==> config.mk <==
export PLATFORM = sky130hd
export DESIGN_NAME = crc32_frame_receiver_flat
export DESIGN_NICKNAME = d
export VERILOG_FILES = /design/src/hw/rtl/crcfr_pkg.sv /design/src/hw/rtl/crcfr_ifs.sv /design/src/hw/rtl/crc32_frame_receiver.sv /design/src/flat_wrapper.sv
export SDC_FILE = /design/constraint.sdc
export NUM_CORES = 1
export LEC_CHECK = 0
export BUFFER_PORTS_ARGS = -buffer_cell sky130_fd_sc_hd__buf_2
export CAP_MARGIN = 20
export CORE_MARGIN = 1.5
export CORE_UTILIZATION = 60
export CTS_BUF_LIST = sky130_fd_sc_hd__clkbuf_16
export CTS_CLUSTER_DIAMETER = 60
export DETAILED_ROUTE_END_ITERATION = 8
export PLACE_DENSITY = 0.82
export SYNTH_ARGS = -nofsm -noshare
export SYNTH_HDL_FRONTEND = slang
export SYNTH_SLANG_ARGS = --single-unit
==> constraint.sdc <==
create_clock -name clk -period 5.9 [get_ports clk]
set_clock_uncertainty 0.1 [all_clocks]
set_input_delay 0.59 -clock clk [delete_from_list [all_inputs] [get_ports clk]]
set_output_delay 0.59 -clock clk [all_outputs]
set_load 0.03 [all_outputs]
==> src/hw/rtl/crcfr_pkg.sv <==
// crcfr_pkg: types, codes and CRC-32 helpers for the CRC-32 frame receiver.
// Depends on nothing; used by the interfaces and the top level.
`timescale 1ns / 1ps
`default_nettype none

package crcfr_pkg;

    localparam int unsigned BYTE_W   = 8;
    localparam int unsigned STATUS_W = 3;
    localparam int unsigned CODE_W   = 16;
    localparam int unsigned ARGS_W   = 8;
    localparam int unsigned ARRAY_W  = 16;
    localparam int unsigned LEN_W    = 16;
    localparam int unsigned FRAME_W  = 17;
    localparam int unsigned CRC_W    = 32;
    localparam int unsigned CFG_IDX_W  = 2;
    localparam int unsigned CFG_DATA_W = 17;

    localparam logic [BYTE_W-1:0] START_BYTE = 8'h55;
    localparam logic [BYTE_W-1:0] END_BYTE   = 8'hAA;
    localparam logic [CRC_W-1:0]  CRC_INIT   = 32'hFFFF_FFFF;

    // bytes of framing around the payload: start, two length, four CRC, end
    localparam logic [FRAME_W-1:0] FRAME_OVERHEAD = 17'd8;
    localparam logic [LEN_W-1:0]   CRC_BYTES      = 16'd4;

    // status codes
    localparam logic [STATUS_W-1:0] ST_OK        = 3'd0;
    localparam logic [STATUS_W-1:0] ST_START_BAD = 3'd1;
    localparam logic [STATUS_W-1:0] ST_END_BAD   = 3'd2;
    localparam logic [STATUS_W-1:0] ST_CRC_BAD   = 3'd3;
    localparam logic [STATUS_W-1:0] ST_OVERFLOW  = 3'd4;
    localparam logic [STATUS_W-1:0] ST_TOO_LONG  = 3'd5;

    // configuration register indexes
    localparam logic [CFG_IDX_W-1:0] CFG_MAX_FRAME = 2'd0;
    localparam logic [CFG_IDX_W-1:0] CFG_MAX_ARGS  = 2'd1;
    localparam logic [CFG_IDX_W-1:0] CFG_MAX_ARRAY = 2'd2;

    localparam logic [FRAME_W-1:0] MAX_FRAME_RST = 17'd65543;
    localparam logic [ARGS_W-1:0]  MAX_ARGS_RST  = 8'd255;
    localparam logic [ARRAY_W-1:0] MAX_ARRAY_RST = 16'd65535;

    typedef struct packed {
        logic [BYTE_W-1:0]   out_byte;
        logic                is_payload;
        logic [STATUS_W-1:0] status;
        logic [CODE_W-1:0]   frame_code;
        logic [ARGS_W-1:0]   arg_count;
        logic [ARRAY_W-1:0]  array_count;
        logic [LEN_W-1:0]    pay_len;
    } result_t;

    // reflected CRC-32, polynomial 0xEDB88320, one nibble per lookup
    function automatic logic [CRC_W-1:0] crc_nib_table(input logic [3:0] idx);
        logic [CRC_W-1:0] val;
        begin
            case (idx)
                4'h0:    val = 32'h0000_0000;
                4'h1:    val = 32'h1db7_1064;
                4'h2:    val = 32'h3b6e_20c8;
                4'h3:    val = 32'h26d9_30ac;
                4'h4:    val = 32'h76dc_4190;
                4'h5:    val = 32'h6b6b_51f4;
                4'h6:    val = 32'h4db2_6158;
                4'h7:    val = 32'h5005_713c;
                4'h8:    val = 32'hedb8_8320;
                4'h9:    val = 32'hf00f_9344;
                4'hA:    val = 32'hd6d6_a3e8;
                4'hB:    val = 32'hcb61_b38c;
                4'hC:    val = 32'h9b64_c2b0;
                4'hD:    val = 32'h86d3_d2d4;
                4'hE:    val = 32'ha00a_e278;
                4'hF:    val = 32'hbdbd_f21c;
                default: val = 32'h0000_0000;
            endcase
            return val;
        end
    endfunction

    function automatic logic [CRC_W-1:0] crc_byte(input logic [CRC_W-1:0] crc,
                                                  input logic [BYTE_W-1:0] b);
        logic [CRC_W-1:0] mid;
        begin
            mid = crc_nib_table(crc[3:0] ^ b[3:0]) ^ (crc >> 4);
            return crc_nib_table(mid[3:0] ^ b[7:4]) ^ (mid >> 4);
        end
    endfunction

endpackage

`default_nettype wire

==> src/hw/rtl/crcfr_ifs.sv <==
// crcfr_byte_if and crcfr_result_if: valid/ready channels of the frame receiver.
// Depends on crcfr_pkg for field widths.
`timescale 1ns / 1ps
`default_nettype none

interface crcfr_byte_if;
    logic                            valid;
    logic                            ready;
    logic [crcfr_pkg::BYTE_W-1:0]    in_byte;

    modport source (output valid, output in_byte, input ready);
    modport sink   (input valid, input in_byte, output ready);
endinterface

interface crcfr_result_if;
    logic                            valid;
    logic                            ready;
    logic [crcfr_pkg::BYTE_W-1:0]    out_byte;
    logic                            is_payload;
    logic [crcfr_pkg::STATUS_W-1:0]  status;
    logic [crcfr_pkg::CODE_W-1:0]    frame_code;
    logic [crcfr_pkg::ARGS_W-1:0]    arg_count;
    logic [crcfr_pkg::ARRAY_W-1:0]   array_count;
    logic [crcfr_pkg::LEN_W-1:0]     pay_len;

    modport source (output valid, output out_byte, output is_payload, output status,
                    output frame_code, output arg_count, output array_count,
                    output pay_len, input ready);
    modport sink   (input valid, input out_byte, input is_payload, input status,
                    input frame_code, input arg_count, input array_count,
                    input pay_len, output ready);
endinterface

`default_nettype wire

==> src/hw/rtl/crc32_frame_receiver.sv <==
// crc32_frame_receiver: a byte's result, if any, is registered and offered the next cycle.
// Throughput one byte per cycle: the frame state machine, CRC and head capture all update
// in the accept cycle; a single result register decouples the two channels and refills
// in the same cycle it is drained. Any byte stalls only while a result waits on a stalled sink.
// Reset (rst_n low, async): hunt for start byte, CRC all ones, limits at their maximum,
// result register empty. No clearing pass; the block is ready on the first cycle.
`timescale 1ns / 1ps
`default_nettype none

module crc32_frame_receiver (
    input  wire logic                               clk,
    input  wire logic                               rst_n,
    input  wire logic                               cfg_we,
    input  wire logic [crcfr_pkg::CFG_IDX_W-1:0]    cfg_index,
    input  wire logic [crcfr_pkg::CFG_DATA_W-1:0]   cfg_data,
    crcfr_byte_if.sink                              byte_ch,
    crcfr_result_if.source                          result_ch
);

    typedef enum logic [2:0] {
        PH_HUNT    = 3'd0,
        PH_LEN_HI  = 3'd1,
        PH_LEN_LO  = 3'd2,
        PH_PAYLOAD = 3'd3,
        PH_CRC     = 3'd4,
        PH_END     = 3'd5
    } phase_t;

    // frame state
    phase_t                              phase_reg, phase_next;
    logic [crcfr_pkg::LEN_W-1:0]         length_reg, length_next;
    logic [crcfr_pkg::LEN_W-1:0]         left_reg, left_next;
    logic [crcfr_pkg::CRC_W-1:0]         crc_reg, crc_next;
    logic [crcfr_pkg::CRC_W-1:0]         rx_crc_reg, rx_crc_next;
    logic [crcfr_pkg::CODE_W-1:0]        code_reg, code_next;
    logic [crcfr_pkg::ARGS_W-1:0]        args_reg, args_next;
    logic [crcfr_pkg::ARRAY_W-1:0]       array_reg, array_next;

    // configuration
    logic [crcfr_pkg::FRAME_W-1:0]       max_frame_reg;
    logic [crcfr_pkg::ARGS_W-1:0]        max_args_reg;
    logic [crcfr_pkg::ARRAY_W-1:0]       max_array_reg;

    // result register
    logic                                res_valid_reg;
    crcfr_pkg::result_t                  res_reg;
    logic                                res_emit;
    crcfr_pkg::result_t                  res_next;

    logic                                in_acc;
    logic [crcfr_pkg::BYTE_W-1:0]        b;
    logic [crcfr_pkg::LEN_W-1:0]         full_len;
    logic [crcfr_pkg::LEN_W-1:0]         offset;
    logic [crcfr_pkg::LEN_W-1:0]         left_dec;

    // Take a new byte whenever the result register is empty or drains this cycle.
    assign byte_ch.ready = !res_valid_reg || result_ch.ready;
    assign in_acc        = byte_ch.valid && byte_ch.ready;
    assign b             = byte_ch.in_byte;

    assign full_len = {length_reg[crcfr_pkg::LEN_W-1:8], b};
    assign offset   = length_reg - left_reg;
    assign left_dec = left_reg - 16'd1;

    // Next frame state and the result, if any, caused by the byte on the input.
    always_comb
    begin
        phase_next  = phase_reg;
        length_next = length_reg;
        left_next   = left_reg;
        crc_next    = crc_reg;
        rx_crc_next = rx_crc_reg;
        code_next   = code_reg;
        args_next   = args_reg;
        array_next  = array_reg;
        res_emit    = 1'b0;
        res_next    = '0;

        case (phase_reg)
            PH_LEN_HI:
            begin
                length_next = {b, 8'h00};
                phase_next  = PH_LEN_LO;
            end
            PH_LEN_LO:
            begin
                length_next = full_len;
                if (({1'b0, full_len} + crcfr_pkg::FRAME_OVERHEAD) > max_frame_reg)
                begin
                    // oversize frame: report and drop back to hunting
                    res_emit         = 1'b1;
                    res_next.status  = crcfr_pkg::ST_TOO_LONG;
                    res_next.pay_len = full_len;
                    phase_next       = PH_HUNT;
                end
                else
                begin
                    crc_next    = crcfr_pkg::CRC_INIT;
                    rx_crc_next = '0;
                    code_next   = '0;
                    args_next   = '0;
                    array_next  = '0;
                    if (full_len == '0)
                    begin
                        left_next  = crcfr_pkg::CRC_BYTES;
                        phase_next = PH_CRC;
                    end
                    else
                    begin
                        left_next  = full_len;
                        phase_next = PH_PAYLOAD;
                    end
                end
            end
            PH_PAYLOAD:
            begin
                // capture head fields from the first five payload bytes
                case (offset)
                    16'd0:   code_next  = {b, code_reg[7:0]};
                    16'd1:   code_next  = {code_reg[15:8], b};
                    16'd2:   args_next  = b;
                    16'd3:   array_next = {b, array_reg[7:0]};
                    16'd4:   array_next = {array_reg[15:8], b};
                    default: code_next  = code_reg;
                endcase
                crc_next = crcfr_pkg::crc_byte(crc_reg, b);
                if (left_dec == '0)
                begin
                    left_next  = crcfr_pkg::CRC_BYTES;
                    phase_next = PH_CRC;
                end
                else
                begin
                    left_next = left_dec;
                end
                res_emit            = 1'b1;
                res_next.out_byte   = b;
                res_next.is_payload = 1'b1;
                res_next.pay_len    = length_reg;
            end
            PH_CRC:
            begin
                rx_crc_next = {rx_crc_reg[23:0], b};
                left_next   = left_dec;
                if (left_dec == '0)
                begin
                    phase_next = PH_END;
                end
            end
            PH_END:
            begin
                res_emit = 1'b1;
                if (b != crcfr_pkg::END_BYTE)
                begin
                    res_next.status = crcfr_pkg::ST_END_BAD;
                end
                else if (rx_crc_reg != ~crc_reg)
                begin
                    res_next.status = crcfr_pkg::ST_CRC_BAD;
                end
                else if (args_reg > max_args_reg || array_reg > max_array_reg)
                begin
                    res_next.status = crcfr_pkg::ST_OVERFLOW;
                end
                else
                begin
                    res_next.status = crcfr_pkg::ST_OK;
                end
                res_next.frame_code  = code_reg;
                res_next.arg_count   = args_reg;
                res_next.array_count = array_reg;
                res_next.pay_len     = length_reg;
                phase_next           = PH_HUNT;
            end
            default:
            begin
                // hunting, and any unused phase code
                if (b == crcfr_pkg::START_BYTE)
                begin
                    phase_next = PH_LEN_HI;
                end
                else
                begin
                    res_emit        = 1'b1;
                    res_next.status = crcfr_pkg::ST_START_BAD;
                    phase_next      = PH_HUNT;
                end
            end
        endcase
    end

    // Hold frame state, configuration and the result register.
    always_ff @(posedge clk or negedge rst_n)
    begin
        if (!rst_n)
        begin
            phase_reg     <= PH_HUNT;
            length_reg    <= '0;
            left_reg      <= '0;
            crc_reg       <= crcfr_pkg::CRC_INIT;
            rx_crc_reg    <= '0;
            code_reg      <= '0;
            args_reg      <= '0;
            array_reg     <= '0;
            max_frame_reg <= crcfr_pkg::MAX_FRAME_RST;
            max_args_reg  <= crcfr_pkg::MAX_ARGS_RST;
            max_array_reg <= crcfr_pkg::MAX_ARRAY_RST;
            res_valid_reg <= 1'b0;
            res_reg       <= '0;
        end
        else
        begin
            if (cfg_we)
            begin
                case (cfg_index)
                    crcfr_pkg::CFG_MAX_FRAME: max_frame_reg <= cfg_data;
                    crcfr_pkg::CFG_MAX_ARGS:  max_args_reg  <= cfg_data[7:0];
                    crcfr_pkg::CFG_MAX_ARRAY: max_array_reg <= cfg_data[15:0];
                    default:                  max_frame_reg <= max_frame_reg;
                endcase
            end

            if (in_acc)
            begin
                phase_reg  <= phase_next;
                length_reg <= length_next;
                left_reg   <= left_next;
                crc_reg    <= crc_next;
                rx_crc_reg <= rx_crc_next;
                code_reg   <= code_next;
                args_reg   <= args_next;
                array_reg  <= array_next;
            end

            // Load a fresh result, or drop the old one once the sink takes it.
            if (in_acc && res_emit)
            begin
                res_valid_reg <= 1'b1;
                res_reg       <= res_next;
            end
            else if (result_ch.ready)
            begin
                res_valid_reg <= 1'b0;
            end
        end
    end

    assign result_ch.valid       = res_valid_reg;
    assign result_ch.out_byte    = res_reg.out_byte;
    assign result_ch.is_payload  = res_reg.is_payload;
    assign result_ch.status      = res_reg.status;
    assign result_ch.frame_code  = res_reg.frame_code;
    assign result_ch.arg_count   = res_reg.arg_count;
    assign result_ch.array_count = res_reg.array_count;
    assign result_ch.pay_len     = res_reg.pay_len;

    // A payload byte always yields a payload transaction on the next cycle.
    a_payload_forwarded: assert property (@(posedge clk) disable iff (!rst_n)
        (in_acc && phase_reg == PH_PAYLOAD) |=> (res_valid_reg && res_reg.is_payload))
        else $error("payload byte not forwarded");

    // Payload transactions carry an ok status and no head fields.
    a_payload_clean: assert property (@(posedge clk) disable iff (!rst_n)
        (res_valid_reg && res_reg.is_payload) |->
            (res_reg.status == crcfr_pkg::ST_OK && res_reg.frame_code == '0 &&
             res_reg.arg_count == '0 && res_reg.array_count == '0))
        else $error("payload transaction carries status fields");

    // Byte counter never sits at zero while payload or CRC bytes are expected.
    a_left_nonzero: assert property (@(posedge clk) disable iff (!rst_n)
        (phase_reg == PH_PAYLOAD || phase_reg == PH_CRC) |-> (left_reg != '0))
        else $error("byte counter empty inside frame");

    // A result waiting on a stalled sink is never overwritten.
    a_no_overwrite: assert property (@(posedge clk) disable iff (!rst_n)
        (res_valid_reg && !result_ch.ready) |-> !byte_ch.ready)
        else $error("input accepted while result stalled");

endmodule

`default_nettype wire
==> src/flat_wrapper.sv <==
// flat-port wrapper written by rule: the top's interface ports become plain ports
module crc32_frame_receiver_flat 
  (clk, rst_n, cfg_we, cfg_index, cfg_data, byte_ch_valid, byte_ch_in_byte, byte_ch_ready, result_ch_valid, result_ch_out_byte, result_ch_is_payload, result_ch_status, result_ch_frame_code, result_ch_arg_count, result_ch_array_count, result_ch_pay_len, result_ch_ready);
  crcfr_byte_if byte_ch_i ();
  crcfr_result_if result_ch_i ();
  input  wire logic clk;
  input  wire logic rst_n;
  input  wire logic cfg_we;
  input  wire logic [crcfr_pkg::CFG_IDX_W-1:0] cfg_index;
  input  wire logic [crcfr_pkg::CFG_DATA_W-1:0] cfg_data;
  input wire logic [$bits(byte_ch_i.valid)-1:0] byte_ch_valid;
  input wire logic [$bits(byte_ch_i.in_byte)-1:0] byte_ch_in_byte;
  output wire logic [$bits(byte_ch_i.ready)-1:0] byte_ch_ready;
  output wire logic [$bits(result_ch_i.valid)-1:0] result_ch_valid;
  output wire logic [$bits(result_ch_i.out_byte)-1:0] result_ch_out_byte;
  output wire logic [$bits(result_ch_i.is_payload)-1:0] result_ch_is_payload;
  output wire logic [$bits(result_ch_i.status)-1:0] result_ch_status;
  output wire logic [$bits(result_ch_i.frame_code)-1:0] result_ch_frame_code;
  output wire logic [$bits(result_ch_i.arg_count)-1:0] result_ch_arg_count;
  output wire logic [$bits(result_ch_i.array_count)-1:0] result_ch_array_count;
  output wire logic [$bits(result_ch_i.pay_len)-1:0] result_ch_pay_len;
  input wire logic [$bits(result_ch_i.ready)-1:0] result_ch_ready;
  assign byte_ch_i.valid = byte_ch_valid;
  assign byte_ch_i.in_byte = byte_ch_in_byte;
  assign byte_ch_ready = byte_ch_i.ready;
  assign result_ch_valid = result_ch_i.valid;
  assign result_ch_out_byte = result_ch_i.out_byte;
  assign result_ch_is_payload = result_ch_i.is_payload;
  assign result_ch_status = result_ch_i.status;
  assign result_ch_frame_code = result_ch_i.frame_code;
  assign result_ch_arg_count = result_ch_i.arg_count;
  assign result_ch_array_count = result_ch_i.array_count;
  assign result_ch_pay_len = result_ch_i.pay_len;
  assign result_ch_i.ready = result_ch_ready;
  crc32_frame_receiver u_core (.clk(clk), .rst_n(rst_n), .cfg_we(cfg_we), .cfg_index(cfg_index), .cfg_data(cfg_data), .byte_ch(byte_ch_i), .result_ch(result_ch_i));
endmodule
[Word-level counts from Yosys, hierarchy flattened]
Memories as Yosys holds them, arrays and structs flattened.
Index checks and enable logic that the tools add are counted.
Storage, ports and cells
  register bits: 249
  bits in latches: 0
  bits in writable memories: 0
  bits in read-only memories: 896
  bits of input ports: 32
  output and inout bits: 70
  logic and storage cells: 133
  memories kept: 2
Operators by class
  add/subtract/negate cells: 3
  multiply operators: 0
  divide/modulo/power cells: 0
  $lt $le $gt $ge: 3
  equality and inequality tests: 26
  shifts and indexed selects: 0
  mux-type cells: 40
  bitwise gates (word level): 6
  reduce and logical (&&, ||, !) cells: 31
Memories
  (no name shown): words 16, width 28, rd ports 1, clocked after Yosys merged registers in 0, write ports 0, RTL line crcfr_pkg.sv:58  | case (idx)
  (no name shown): words 16, width 28, rd ports 1, clocked after Yosys merged registers in 0, write ports 0, RTL line crcfr_pkg.sv:58
Operators by type and width (count)
  16-bit one-hot mux with 2 select lines: 6
  32-bit 2-to-1 mux: 4
  32-bit one-hot mux with 2 select lines: 2
  16-bit 2-to-1 mux: 5
  32-bit by 28-bit bitwise XOR with 32-bit output: 2
  16-bit logical NOT: 3
  16-bit one-hot mux with 3 select lines: 1
  40-bit 2-to-1 mux: 1
  16-bit by 2-bit equality test with 1-bit output, second input constant: 2
  32-bit inequality test: 1
  32-bit inverter: 1
  3-bit 2-to-1 mux: 8
  2-bit inequality test, second input constant: 10
  5-bit AND reduction: 4
  16-bit by 4-bit adder with 17-bit output, second input constant: 1
  17-bit > comparator: 1
  16-bit by 1-bit equality test with 1-bit output, second input constant: 1
  16-bit by 3-bit equality test with 1-bit output, second input constant: 1
  16-bit > comparator: 1
  8-bit 2-to-1 mux: 2
  8-bit one-hot mux with 2 select lines: 1
  16-bit by 1-bit subtractor with 16-bit output, second input constant: 1
  16-bit subtractor: 1
  3-bit one-hot mux with 5 select lines: 1
  26 further kinds: 48

[Logic depth before layout (Yosys ltp)]
Gate-level depths: netlist of the first run.
An unclocked memory read counts as a cell.
  depth after elaboration: 9
  gate-level depth with buffers: 18
  depth with buffers taken out: 14

[Worst setup path before layout of the first run]
OpenSTA, ideal clock, no wires.
  path kind: input to register
  start: input port byte_ch_in_byte[7]
  end: register u_core.res_reg, in the netlist u_core.result_ch.arg_count[0]
  setup time: 0.097 ns
  arrival time: 4.271 ns
  data required time: 5.703 ns
  path slack: 1.432 ns
  stages: 17
  buffers on the path: 4
  cell sequence: clkbuf_1 and3_1 and2_1 and4_1 nand3_1 xnor2_1 ha_1 nand4_1 or2_2 or3_1 o211a_1 o311ai_0 clkbuf_1 clkbuf_1 buf_1 nand2_1 o31ai_1
Between the ends
  cells in the longest elaborated chain, start to end: 5
  elaborated cells between the ends (all ways): 7
  those cells by class: add/sub (1); order compare (1); eq/ne (1); mux (3); reduce/logical (1)
RTL lines
  from (decl): RTL line flat_wrapper.sv:12  | input wire logic [$bits(byte_ch_i.in_byte)-1:0] byte_ch_in_byte;
  16-bit by 4-bit adder with 17-bit output: RTL line crc32_frame_receiver.sv:88  | if (({1'b0, full_len} + crcfr_pkg::FRAME_OVERHEAD) > max_frame_reg)
  17-bit > comparator: RTL line crc32_frame_receiver.sv:88
  1-bit 2-to-1 mux: RTL line crc32_frame_receiver.sv:88
  1-bit one-hot mux with 3 select lines (*): RTL line crc32_frame_receiver.sv:79  | case (phase_reg)
  1-bit logical AND (*): RTL line crc32_frame_receiver.sv:236  | if (in_acc && res_emit)
  to (signal assigned): RTL line crc32_frame_receiver.sv:239  | res_reg <= res_next;
  to (decl): RTL line crc32_frame_receiver.sv:46  | crcfr_pkg::result_t res_reg;
Mark *: on every way between the ends. The rest lies on a longest branch, timed or not.
A chain may end at the register's enable or synchronous reset.

[Worst setup path in the final report of the first run]
  start: input port byte_ch_in_byte[5]
  end: register u_core.left_reg[8] (netlist name)
Between the ends
  cells in the longest elaborated chain, start to end: 4
  elaborated cells between the ends (all ways): 8
  those cells by class: add/sub (1); order compare (1); eq/ne (1); mux (3); reduce/logical (2)
RTL lines
  16-bit by 4-bit adder with 17-bit output or 16-bit logical NOT (tied branches): RTL line crc32_frame_receiver.sv:88, crc32_frame_receiver.sv:103
  17-bit > comparator or 16-bit 2-to-1 mux (tied branches): RTL line crc32_frame_receiver.sv:88, crc32_frame_receiver.sv:103
  2-bit inequality test (no source line) or 16-bit 2-to-1 mux (tied branches)
  3-bit AND reduction (no source line) or 16-bit one-hot mux with 3 select lines (tied branches)
  to (signal assigned): RTL line crc32_frame_receiver.sv:227  | left_reg <= left_next;
  to (decl): RTL line crc32_frame_receiver.sv:32  | logic [crcfr_pkg::LEN_W-1:0] left_reg, left_next;
Several ways; a longest one is shown, not always the timed one. The select of a mux whose other input is x is not followed.

==> results.sh, run 1 <==
export IMPL_drv_cap=0
export IMPL_clockRootBuffer="clkbuf_16"
export IMPL_avgSynthCellArea_sq_um=9.484
export IMPL_place_inst=1760
export IMPL_ys_types=69
export IMPL_r2r_slack_ps=1540
export IMPL_crit_start="byte_ch_in_byte[5]"
export IMPL_globalRoute_totalOverflow=0
export IMPL_p_leak_nw=6.963
export IMPL_area_growth_pct=11.70
export IMPL_max_freq_mhz=228.0
export IMPL_fin_crit_ps=4387
export IMPL_antenna_found_initial=0
export IMPL_start_util_pct=60.82
export IMPL_fin_tns_setup_ps=0
export IMPL_power_density_mw_per_mm2=516.5
export IMPL_post_cts_buffers=0
export IMPL_place_hpwl_um=24140
export IMPL_cts_hold_buf=0
export IMPL_slew_headroom_pct=26.10
export IMPL_gp_congestion=0.9142
export IMPL_cp_required_ps=6220
export IMPL_synth_nets=1536
export IMPL_drtIter0Drc=1064
export IMPL_start_kind="primary input"
export IMPL_ys_flop_type="dfrtp_1"
export IMPL_endpoint_kind="flop"
export IMPL_grt_pass1_vias=10970
export IMPL_worstPathArrival_ps=4710
export IMPL_layout_drive_gt1_share_pct=17.13
export IMPL_final_core_util_pct=67.93
export IMPL_setup_viol=0
export IMPL_ioPinCount=102
export IMPL_sw_frac_of_total_pct=39.56
export IMPL_drc=0
export IMPL_clkPwrFrac_pct=21.9
export IMPL_cts_sinks=249
export IMPL_finalMaxSlewViolations=0
export IMPL_p_int_mw=4.772
export IMPL_hold_path_class="in2async"
export IMPL_ys_seq_area_share_pct=46.08
export IMPL_die_y_um=154.0
export IMPL_first_pass_iters=8
export IMPL_cp_max_fo=20
export IMPL_clk_pin_slew_ps=60
export IMPL_seqPwrFrac_pct=35.1
export IMPL_p_comb_share_pct=43.1
export IMPL_die_area_sq_mm=0.02372
export IMPL_timing_final_crit_share_pct=74.35
export IMPL_portBuffers=101
export IMPL_numCtsBuffers=27
export IMPL_antenna_cells=0
export IMPL_status="finished clean"
export IMPL_vdd_drop_max_mv=0.3534
export IMPL_power_mw=7.896
export IMPL_power_net_switching_mw=3.123
export IMPL_row_count=55
export IMPL_hold_viol=0
export IMPL_yosysWarnings=0
export IMPL_holdWs_ps=88.58
export IMPL_rsz0062_at_grt="no"
export IMPL_cts_resized=0
export IMPL_stdcell_count=1809
export IMPL_async_flop_share_pct=100.0
export IMPL_grt_pass1_wl_um=56770
export IMPL_nets=1597
export IMPL_r2r_start="u_core.left_reg[0]$_DFFE_PN0P_"
export IMPL_cts_max_level=1
export IMPL_detail_route_antenna_nets=0
export IMPL_fp_dieW_um=154.0
export IMPL_grt_max_degree=138
export IMPL_clock_path_buffers=3
export IMPL_vias=11230
export IMPL_insertion_delay_ps=560
export IMPL_syn_inst=1443
export IMPL_wl_per_cell_um=19.26
export IMPL_top_layer_used="met4"
export IMPL_worstSetupPathType="in2reg"
export IMPL_core_area_sq_mm=0.02250
export IMPL_met3_length_um=2083
export IMPL_wl_um=34850
export IMPL_syn_cell_area_sq_mm=0.01369
export IMPL_grt_usage_pct=29.80
export IMPL_tritoncts="done"
export IMPL_wirelength_met1_um=15010
export IMPL_synth_edff_count=0
export IMPL_via_per_inst=6.205
export IMPL_tightestPinTransition_ps=1080
export IMPL_synth_seq_cells=249
export IMPL_wl_met2_um=16490
export IMPL_rr_endpoint="u_core.args_reg[0]$_DFFE_PN0P_"
export IMPL_ff2ff_path_depth=11
==> through the flow <==
stage,cell area [sq um],setup WS [ps]
after global placement,14380,1198
after detailed placement,14380,1062
after floorplan,13690,1432
final,15290,1513
after global routing,15290,1225
after CTS,15290,1612
==> cell usage after synthesis, types with 27 or more instances <==
| library cell | count | area share, % |
|---|---|---|
| nor2_1 | 61 | 1.7 |
| dfrtp_1 | 189 | 35 |
| a31oi_1 | 38 | 1.7 |
| a22o_1 | 50 | 3.2 |
| xor2_1 | 55 | 3.5 |
| dfstp_2 | 60 | 12 |
| clkbuf_1 | 70 | 1.9 |
| ha_1 | 60 | 5.5 |
| o21ai_0 | 112 | 4.1 |
| a21oi_1 | 30 | 1.1 |
| o211ai_1 | 36 | 2.0 |
| inv_1 | 71 | 1.9 |
| nand3_1 | 64 | 2.3 |
| nand2_1 | 212 | 5.8 |
| xnor2_1 | 72 | 4.6 |
| mux2_2 | 27 | 2.2 |
==> layer usage <==
metal  vias to the layer above  GRT usage, %
met4                         0         12.21
li1                       5236             -
met1                      5490         40.20
met5                         -             0
met2                       416         48.46
met3                        83         4.481
==> placed cells by master, fill, tap and decap left out, types with 9 or more instances in the layout <==
| cell | netlist | final |
|---|---|---|
| nand2_1 | 212 | 212 |
| dfrtp_1 | 189 | 189 |
| o21ai_0 | 112 | 112 |
| buf_2 | 4 | 100 |
| inv_1 | 71 | 77 |
| xnor2_1 | 72 | 72 |
| nand3_1 | 64 | 64 |
| nor2_1 | 61 | 61 |
| ha_1 | 60 | 60 |
| dfstp_2 | 60 | 60 |
| xor2_1 | 55 | 55 |
| a22o_1 | 50 | 50 |
| a31oi_1 | 38 | 38 |
| o211ai_1 | 36 | 36 |
| a21oi_1 | 30 | 29 |
| mux2_2 | 27 | 27 |
| clkbuf_16 | 0 | 27 |
| nand4_1 | 21 | 21 |
| a21o_1 | 17 | 17 |
| and3_1 | 16 | 15 |
| nor3_1 | 14 | 13 |
| o31ai_1 | 13 | 13 |
| buf_4 | 1 | 12 |
| nor4_1 | 10 | 10 |
| o22ai_1 | 10 | 10 |
| a22oi_1 | 10 | 10 |
| nor2b_1 | 10 | 9 |
| o21a_1 | 9 | 9 |
==> kinds of logic after synthesis <==
family / share of synthesized area [%]
compound gates: 17.32
xor+xnor: 8.128
fa+ha+maj: 5.632
buf+inv: 4.452
flops: 46.08
mux: 2.295
simple gates: 16.09
==> worst max path at each step <==
stage                                                end  slack (ps)
2_1_floorplan  u_core.result_ch.arg_count[0]$_DFFE_PN0P_        1430
3_3_place_gp              u_core.left_reg[8]$_DFFE_PN0P_        1200
3_5_place_dp              u_core.left_reg[7]$_DFFE_PN0P_        1060
4_1_cts                  u_core.array_reg[8]$_DFFE_PN0P_        1610
5_1_grt                   u_core.left_reg[8]$_DFFE_PN0P_        1220
6_report                  u_core.left_reg[8]$_DFFE_PN0P_        1510
==> layout make-up <==
class	count	area [sq um]
tap	285	356.6
timing repair buffer	115	645.6
inverter	73	274.0
fill	1711	7216
clock buffer	27	675.6
clock inverter	22	227.7
sequential	249	6306
multi-input combinational	1038	6802
==> power groups by stage <==
stage / registers, mW / logic [mW] / clock network, mW
after global placement: 2.75 / 3.21 / 0
after detailed placement: 2.77 / 3.33 / 0
after floorplan: 2.59 / 2.67 / 0
after CTS: 2.75 / 3.37 / 1.75
final: 2.77 / 3.40 / 1.73
after global routing: 2.82 / 3.76 / 1.81
==> critical path, cell delays in order <==
cell     delay (ps)
buf_2           320
and3_1          250
and2_1          160
and4_1          290
nand3_1         120
xnor2_1         160
ha_1            310
nand4_1         100
or2_2           310
or3_1           420
o211a_1         330
nor3_2          640
buf_4           340
o21ai_0         130
a22o_1          200
(Power assumes the default switching activity.)
==> inputs of run 2 (changes only) <==
--- a/config.mk
+++ b/config.mk
@@ -5,14 +5,15 @@
 export SDC_FILE = /design/constraint.sdc
 export NUM_CORES = 1
 export LEC_CHECK = 0
+export ABC_AREA = 1
 export BUFFER_PORTS_ARGS = -buffer_cell sky130_fd_sc_hd__buf_2
 export CAP_MARGIN = 20
 export CORE_MARGIN = 1.5
-export CORE_UTILIZATION = 60
+export CORE_UTILIZATION = 55
 export CTS_BUF_LIST = sky130_fd_sc_hd__clkbuf_16
 export CTS_CLUSTER_DIAMETER = 60
 export DETAILED_ROUTE_END_ITERATION = 8
-export PLACE_DENSITY = 0.82
+export PLACE_DENSITY = 0.79
 export SYNTH_ARGS = -nofsm -noshare
 export SYNTH_HDL_FRONTEND = slang
 export SYNTH_SLANG_ARGS = --single-unit
==> constraint.sdc (replaced) <==
create_clock -name clk -period 3.76 [get_ports clk]
set_clock_uncertainty 0.1 [all_clocks]
set_input_delay 0.376 -clock clk [delete_from_list [all_inputs] [get_ports clk]]
set_output_delay 0.376 -clock clk [all_outputs]
set_load 0.03 [all_outputs]
==> run 2 against run 1 <==
Synthesized cell count rose by 28%; critical endpoint unchanged; via count up 16%; cell area increased by 7.1%; highest routed layer unchanged; largest cell class unchanged.
==> results.sh, run 2 <==
export IMPL_numCtsBuffers=27
export IMPL_wl_um=39180
export IMPL_drv_cap=0
export IMPL_fin_crit_ps=3491
export IMPL_seqPwrFrac_pct=32.1
export IMPL_synth_most_common_cell="nand2_1"
export IMPL_vias=12970
export IMPL_clkPwrFrac_pct=21.3
export IMPL_multiInputGateArea_sq_mm=0.006855
export IMPL_cp_slowest_cell="dfrtp_1"
export IMPL_stdcell_count=2321
export IMPL_setup_viol=0
export IMPL_ioPinCount=102
export IMPL_cp_max_fo=9
export IMPL_worstPathArrival_ps=3790
export IMPL_clock_path_buffers=3
export IMPL_gp_congestion=0.9390
export IMPL_detail_route_antenna_nets=0
export IMPL_clockRootBuffer="clkbuf_16"
export IMPL_path_cells="inv_1, nor4_2, nand2_1, nor3_2, nand3_1, xor2_1, ha_1, nand2_1, nor2_1, nand4_1, inv_1, nand3_1, nand3_1, nand3_2, buf_4, nand2_2, clkinvlp_4, o21ai_0, o21ai_0"
export IMPL_synth_compound_gate_area_share_pct=12.17
export IMPL_path_common_cell="nand3_1"
export IMPL_tritoncts="done"
export IMPL_grt_usage_pct=29.68
export IMPL_layout_area_seq_sq_mm=0.006306
export IMPL_syn_inst=1853
export IMPL_synth_xor_area_share_pct=5.509
export IMPL_fp_dieW_um=164.6
export IMPL_ys_types=48
export IMPL_finalMaxSlewViolations=0
export IMPL_ys_flop_type="dfrtp_1"
export IMPL_final_area_sq_mm=0.01637
export IMPL_power_mw=12.63
export IMPL_syn_cell_area_sq_mm=0.01435
export IMPL_first_pass_iters=7
export IMPL_drtIter0Drc=1213
export IMPL_die_y_um=164.6
export IMPL_dpl_cell_area_sq_mm=0.01533
export IMPL_synthTopCellsByCount="502 x nand2_1, 235 x inv_1, 189 x dfrtp_1, 159 x o21ai_0, 125 x nor2_1"
export IMPL_worstSetupPathType="reg2reg"
export IMPL_fin_tns_setup_ps=0
export IMPL_timing_final_crit_share_pct=92.84
export IMPL_power_net_switching_mw=5.615
export IMPL_start_kind="flop"
export IMPL_place_inst=2260
export IMPL_cts_sinks=249
export IMPL_cp_required_ps=4060
export IMPL_synth_simple_gate_area_share_pct=24.49
export IMPL_die_area_sq_mm=0.02708
export IMPL_via_per_inst=5.588
export IMPL_async_flop_share_pct=100.0
export IMPL_antenna_found_initial=0
export IMPL_avgSynthCellArea_sq_um=7.746
export IMPL_final_cell_mix="500 x nand2_1, 237 x inv_1, 189 x dfrtp_1"
export IMPL_post_cts_buffers=0
export IMPL_synth_area_top_cells="dfrtp_1 33%, nand2_1 13%, dfstp_2 11%, inv_1 6.1%, o21ai_0 5.5%"
export IMPL_power_density_mw_per_mm2=771.7
export IMPL_insertion_delay_ps=540
export IMPL_drc=0
export IMPL_synth_nets=1946
export IMPL_grt_pass1_vias=12310
export IMPL_cts_max_level=1
export IMPL_portBuffers=101
export IMPL_globalRoute_totalOverflow=0
export IMPL_yosysWarnings=0
export IMPL_endpoint_kind="flop"
export IMPL_grt_max_degree=136
export IMPL_clk_pin_slew_ps=60
export IMPL_vdd_drop_max_mv=0.4491
export IMPL_antenna_cells=0
export IMPL_wl_per_cell_um=16.88
export IMPL_sw_frac_of_total_pct=44.46
export IMPL_fin_ws_ps=269.1
export IMPL_core_area_sq_mm=0.02540
export IMPL_synth_top_area_share_pct=32.95
export IMPL_ys_seq_area_share_pct=43.93
export IMPL_layout_drive_gt1_share_pct=14.92
export IMPL_start_util_pct=56.51
export IMPL_num_fill_cells=2141
export IMPL_synth_top_family_by_area="simple AND/OR/NAND/NOR gates"
export IMPL_synth_largest_area_cell="dfrtp_1"
export IMPL_nets=2064
export IMPL_hold_path_class="in2reg"
export IMPL_synth_edff_count=0
export IMPL_max_freq_mhz=286.5
export IMPL_status="finished clean"
export IMPL_place_ws_ps=-115.5
export IMPL_p_leak_nw=8.326
export IMPL_synthMuxAreaShare_pct=0
export IMPL_area_growth_pct=14.03
export IMPL_row_count=58
export IMPL_synth_seq_cells=249
export IMPL_place_hpwl_um=28380
export IMPL_p_int_mw=7.016
export IMPL_synth_fa_ha_area_share_pct=5.370
export IMPL_cpLargestDelayFamily="simple AND/OR/NAND/NOR gates"
export IMPL_grt_pass1_wl_um=63500
export IMPL_slew_headroom_pct=33.28
export IMPL_slowest_delay_ps=340
export IMPL_p_comb_share_pct=46.5
export IMPL_tightestPinTransition_ps=1001
export IMPL_final_common_cell="nand2_1"
export IMPL_cp_num_buf_inv=4
export IMPL_hold_viol=0
==> run 2: cell count changes after synthesis, moves of 27 or more <==
cell,delta
clkbuf_1,-39
xnor2_1,-58
o21ai_0,+47
o211ai_1,-35
o21ai_1,+31
a21oi_1,+41
a22o_1,-50
nand3_1,+37
nand2_1,+290
inv_1,+164
nor2_1,+64
o22ai_1,+32
mux2_2,-27
a31oi_1,-29
==> run 2: kinds of logic (layout without fill, tap and decap cells) <==
kind of cell	after synthesis	after routing
xor gates and xnor gates	86	86
and+or+nand+nor	818	818
DFF	249	249
buffers and inverters	310	448
AOI/OAI and AO/OA	329	329
adders and majority gates	61	61
==> run 2: worst register-to-register path: cells and delay by family, from the launching register on <==
| kind | cells | cell delay (ps) |
|---|---|---|
| DFF | 1 | 340 |
| adders and majority gates | 1 | 280 |
| AOI/OAI and AO/OA | 2 | 250 |
| and+or+nand+nor | 11 | 1550 |
| buffers and inverters | 4 | 660 |
| xor gates and xnor gates | 1 | 160 |
==> run 2: per-stage QoR <==
stage / hold slack [ps] / util (%)
after floorplan: -19.59 / -
after global placement: 361.0 / 60.37
after detailed placement: 360.1 / 60.37
after CTS: 1.798 / 64.28
after global routing: 18.99 / 64.44
final: 6.363 / 64.44
==> run 2: layer usage <==
metal | share of wire [%] | track usage, % | vias up | wire length (um)
met5 | 0 | 0 | - | 0
met4 | 3.7 | 10.73 | 0 | 1446
met3 | 7.6 | 3.089 | 100 | 2963
met2 | 46 | 48.80 | 546 | 18130
met1 | 42 | 40.76 | 6097 | 16650
li1 | - | - | 6227 | -
==> run 2: layout make-up <==
type	count	area share (%)
clock buffers	27	4.128
clock inverters	22	1.330
inverters	249	5.733
multi-input cells	1294	41.88
flip-flops and latches	249	38.53
well taps	330	2.523
repair buffers	148	5.787
repair inverters	2	0.09173
==> run 2: power by group through the flow <==
stage                     Combinational (mW)  Clock (mW)  Sequential (mW)
after floorplan                         4.28           0             4.00
after global placement                  5.53           0             4.05
after detailed placement                5.71           0             4.06
after CTS                               5.77        2.71             4.04
after global routing                    6.60        2.84             4.13
final                                   5.88        2.69             4.06
==> run 2: what timing repair did <==
| item | 4_1_cts | 5_1_grt |
|---|---|---|
| hold endpoints to repair | 112 | 0 |
| hold buffers | 10 | 0 |
| setup endpoints to repair | 0 | 130 |
| gates resized for setup | 0 | 8 |
==> run 2: final timing paths <==
path                                                      endpoint  slack [ps]  depth (start not counted)                                     from
max                                 u_core.left_reg[8]$_DFFE_PN0P_         270                         19         u_core.length_reg[9]$_DFFE_PN0P_
max in group asynchronous           u_core.crc_reg[30]$_DFFE_PN1P_        2070                          3                                    rst_n
min in group asynchronous      u_core.max_frame_reg[9]$_DFFE_PN0P_         460                          2                                    rst_n
max reg2reg                         u_core.left_reg[8]$_DFFE_PN0P_         270                         19         u_core.length_reg[9]$_DFFE_PN0P_
min                             u_core.max_args_reg[7]$_DFFE_PN1P_           6                          3                              cfg_data[7]
min reg2reg                u_core.result_ch.pay_len[8]$_DFFE_PN0P_         380                          2  u_core.result_ch.pay_len[8]$_DFFE_PN0P_
